### config.mk
export PLATFORM = sky130hd
export DESIGN_NAME = bpa_ram
export DESIGN_NICKNAME = d
export VERILOG_FILES = /design/src/hdl/bpa_ram.sv
export SDC_FILE = /design/constraint.sdc
export NUM_CORES = 2
export LEC_CHECK = 0
export ABC_CLOCK_PERIOD_IN_PS = 3800
export BUFFER_PORTS_ARGS = -buffer_cell sky130_fd_sc_hd__buf_2
export CAP_MARGIN = 25
export CORE_MARGIN = 1
export CORE_UTILIZATION = 35
export CTS_CLUSTER_DIAMETER = 200
export CTS_CLUSTER_SIZE = 8
export DETAILED_ROUTE_END_ITERATION = 16
export PLACE_DENSITY = 0.51
export SLEW_MARGIN = 40
export SYNTH_ARGS = -nofsm -noshare
export SYNTH_HDL_FRONTEND = slang
export SYNTH_SLANG_ARGS = --single-unit
### constraint.sdc
create_clock -name clk -period 3.8 [get_ports clk]
set_clock_uncertainty 0.15 [all_clocks]
set_input_delay 0.95 -clock clk [delete_from_list [all_inputs] [get_ports clk]]
set_output_delay 0.95 -clock clk [all_outputs]
set_load 0.05 [all_outputs]
### src/hdl/bpa_ram.sv
// bpa_ram: generic single-write, single-read RAM with registered read data.
// No dependencies.
module bpa_ram #(
  parameter int WIDTH = 8,
  parameter int DEPTH = 512
) (
  input  logic                                   clk,
  input  logic                                   we,
  input  logic [(DEPTH > 1 ? $clog2(DEPTH) : 1)-1:0] waddr,
  input  logic [WIDTH-1:0]                       wdata,
  input  logic [(DEPTH > 1 ? $clog2(DEPTH) : 1)-1:0] raddr,
  output logic [WIDTH-1:0]                       rdata
);
  logic [WIDTH-1:0] mem [DEPTH];

  always_ff @(posedge clk) begin
    if (we) begin
      mem[waddr] <= wdata;
    end
    rdata <= mem[raddr];
  end
endmodule

; ---- Word-level counts from Yosys, hierarchy flattened
; Memory sizes are Yosys's and may differ from the RTL's. A register that Yosys moved wholly into a read port is not among the register bits.
; Cells that the tools add are included.
[totals]
input_bits = 28
ramBits = 4096
output_inout_bits = 8
latchBits = 0
elab_cells = 3
romBits = 0
memories = 1
regBits = 0
[op_classes]
n_mul = 0
n_lt_le_gt_ge = 0
n_mux = 2
n_bitwise = 0
shift = 0
n_div = 0
reduce_logical = 0
n_addsub = 0
eq_ne = 0
[mem_list]
columns = memory, words, width, read_ports, rd_clocked_by_memory_dff, wr, line_no
row1 = mem, 512, 8, 1, 1, 1, 14  ; logic [WIDTH-1:0] mem [DEPTH];
[ops]
columns = cell, count
row1 = $mux 1, 2

; ---- Logic depth before layout (Yosys ltp)
[depth]
ltp_word = 2
mapped_depth = 12
ltp_nobuf = 7

; ---- Least setup slack after synthesis
; Ideal clock, no wire load.
[synth_timing]
path_kind = input to register
start = in raddr[0] (netlist bit)
end = reg rdata[0] (read register of mem)
path_slack_ns = 0.728
cell_stages = 10
setup_ns = 0.118
t_arrival_ns = 2.804
required_time_ns = 3.532
path_buffers = 4
cell_sequence = buf_4 buf_12 buf_12 buf_2 mux4_2 o21ai_0 nand3_1 nand4_1 o21ai_0 o2111a_1
[synth_lines]
columns = element, line_no
row1 = "start, declared", 11  ; input logic [(DEPTH > 1 ? $clog2(DEPTH) : 1)-1:0] raddr,
row2 = "end, declared", 12  ; output logic [WIDTH-1:0] rdata

==> summary.txt <==
Run status
  • Status: finished, violations left
  • Failing checks: negative setup slack

Critical path
  • Data arrival, critical path: 4650 ps
  • CP dominant cell by count: buf_4
  • Worst Setup Path Type: primary input to flip-flop
  • Crit-path slowest cell: nor4_1
  • Startpoint Class: primary input
  • Crit path from: raddr[0]
  • Max FO, Critical Path: 25
  • Critical Path RT: 4640 ps
  • FF-to-FF Start: mem[35][2]
  • Buffers plus inverters on the worst setup path: 8
  • Critical Path Max Stage Delay: 700 ps
  • Crit-path leading delay family: buffers and inverters
  • Critical Path Sink Type: flip-flop
  • Cell Chain, Critical Path: buf_12, buf_12, buf_4, buf_12, mux2i_1, o221ai_1, nor3_1, buf_4, nor4_1, buf_4, o311ai_0, buf_4, nor4_2, buf_4, o2111a_1

Finish
  • Layout Nets: 9432
  • Fillers: 39207
  • Fraction of layout cells with a size suffix above 1: 28.3%
  • Area growth from synthesis to layout: 20.4%
  • Sequential cell area: 123000 µm²
  • Area of the multi-input gates: 34200 µm²

Synthesis
  • Async SR Flop Fraction: 0%
  • Post-synth top area share: 76.9%
  • Syn_nets: 8058
  • Syn Inst Count: 8030
  • Number of synthesized flops with an enable pin: 4096
  • Number of synthesis warnings: 0
  • Synth Flop Type: edfxtp_1
  • Synth area leaders: edfxtp_1 (77%), mux4_2 (9.2%), mux2i_1 (5.0%)
  • Cell area after synthesis: 160000 µm²
  • Synthesized flop and latch total: 4104
  • Sequential fraction of the synthesis area: 77.0%
  • Mean Syn Cell Area: 19.9 µm²
  • Yosys cell types: 51
  • Synth cell count leaders: edfxtp_1 (4096), mux2i_1 (797), mux4_2 (654), nor2_1 (597), o221ai_1 (371)
  • Most numerous cell in the Yosys netlist: edfxtp_1
  • Leading area contributor after synthesis: edfxtp_1

Job
  • Max Cap Violations: 0

Clock network
  • Htree depth: 6
  • CTS tree: yes
  • Clock transition at the registers of the reported paths: 50 ps
  • PostCTS Resize Cnt: 0
  • Sink Count: 4104
  • CTS Buf Count: 582
  • Root Buffer: clkbuf_16
  • Post-CTS Setup Inserts: 0
  • Hold buffer count at CTS: 0
  • Clock tree buffer depth: 4
  • Worst skew pair latency: 1050 ps

Power and ir drop
  • VDD IR max: 0.431 mV
  • Leak Pwr: 63.3 nW
  • Pwr dens: 528 nW/µm²
  • Total Power: 102 mW

STA
  • FMAX: 0.263 GHz
  • Post-route setup slack: -2.63 ps
  • Count of final hold-check violations: 0
  • Worst-Margin Slew: 869 ps
  • Slew Limit Fails: 0
  • Min Tclk post-route: 3800 ps
  • Crit share post-route: 100%
  • RSZ-0062 raised after global routing: no
  • Final setup violation count: 1
  • Max_slew headroom: 41.9%

Place
  • Post-DP HPWL: 303000 µm
  • Gpl congestion: 0.860
  • Port Buf Inserts: 35
  • DP Worst Slack: -1090 ps

GRT
  • Initial antenna violation count: 41
  • Number of global-route vias before repair: 87442
  • Total grt overflow: 0
  • First-pass GRT wire length: 659000 µm
  • GR Util All Layers: 19.9%
  • Pin count of the biggest net entering global routing: 113

Drt
  • DRC Markers: 0
  • Antenna viol nets, final: 0
  • Via Count: 85189
  • Drt pass-1 iters: 5
  • WL final: 467000 µm
  • Iter 0 DRT Violations: 8817
  • Vias per cell: 5.50
  • DR WL/cell: 30.1 µm

Floorplan
  • Core ar.: 454000 µm²
  • Die Wd: 678 µm
  • Io pins: 36
  • Starting Density: 35.3%
  • DIE AREA: 460000 µm²
  • Die Ht: 678 µm
  • Row count: 247

Min path
  • Worst hold-check path type: primary input to flip-flop
  • Hold Crit Start: wdata[0]
==> worst paths after layout <==
check,endpoint,slack [ps],depth (start not counted)
setup / recovery,rdata[2],-3,15
hold / removal,mem[384][0],200,1
setup reg to reg,rdata[2],480,11
hold reg to reg,rdata[0],1090,7
==> layer usage <==
layer	track usage, %	wire, µm	vias up
met4	5.94	14300	12
li1	-	-	36055
met5	0	83	-
met3	3.09	30600	738
met2	32.5	224000	3169
met1	27.4	197000	45215
==> cell type report <==
class / count / share of cell area (%)
diodes: 23 / 0.0299
flip-flops and latches: 4104 / 63.9
well taps: 5976 / 3.88
multi-input cells: 3410 / 17.7
clock inverters: 45 / 0.399
repair buffers: 1303 / 6.24
inverters: 3 / 0.00974
clock buffers: 621 / 7.77
==> worst register-to-register path, stage by stage (launching register included) <==
cell	delay, ps
edfxtp_1	330
mux2i_1	110
o221ai_1	280
nor3_1	110
buf_4	150
nor4_1	700
buf_4	220
o311ai_0	130
buf_4	210
nor4_2	440
buf_4	240
o2111a_1	180
==> logic make-up (layout without fill, tap and decap cells) <==
logic type	count (synthesis)	count (layout)	share of synthesized area, %
simple gates	980	980	2.63
flops	4104	4104	77.0
buf+inv	516	1972	1.85
other cells	0	23	0
mux	1451	1451	14.2
compound gates	979	979	4.31
==> registers in the layout, summed over array words and instances (netlist names) <==
register,flops
mem,4096
rdata,8
==> through the flow <==
| step | instances | setup TNS [ps] | hold WS (ps) | utilization, % | area [µm²] |
|---|---|---|---|---|---|
| after floorplan | 8030 | 0 | 788 | - | 160000 |
| after CTS | 15462 | 0 | 148 | 42.4 | 192000 |
| final | 15485 | -2.63 | 201 | 42.5 | 193000 |
| after global routing | 15479 | 0 | 177 | 42.5 | 193000 |
| after detailed placement | 14796 | -5370 | 1090 | 39.0 | 177000 |
| after global placement | 14792 | -6500 | 1120 | 38.9 | 177000 |
==> power breakdown <==
group	total, mW	internal, mW	switching, mW	leakage (nW)
Sequential	50.0	50.0	0.0624	36.9
Clock	46.2	27.6	18.6	7.69
Combinational	5.41	1.96	3.45	18.8
Total	102	79.5	22.1	63.3
==> layout by cell type, fill, tap and decap left out, drive strengths merged, types with 2 or more instances in the layout <==
cell type,count
clkinv,25
a22o,5
diode,23
a22oi,61
a211oi,17
clkbuf,622
or2,5
a31oi,2
a211o,2
inv,23
o221ai,372
dfxtp,8
mux4,654
nor2b,6
o22a,3
or3,6
buf,1302
nor4,36
and2,20
mux2i,797
edfxtp,4096
nand3,36
nor3b,8
o41ai,7
nor2,597
o31ai,13
o21ai,119
o211ai,2
nor3,109
o22ai,163
and3b,4
o311ai,6
a21oi,194
and3,4
o2111a,8
nand4,32
nand2,111
a2111oi,3
nand2b,4
(Power assumes the default switching activity.)
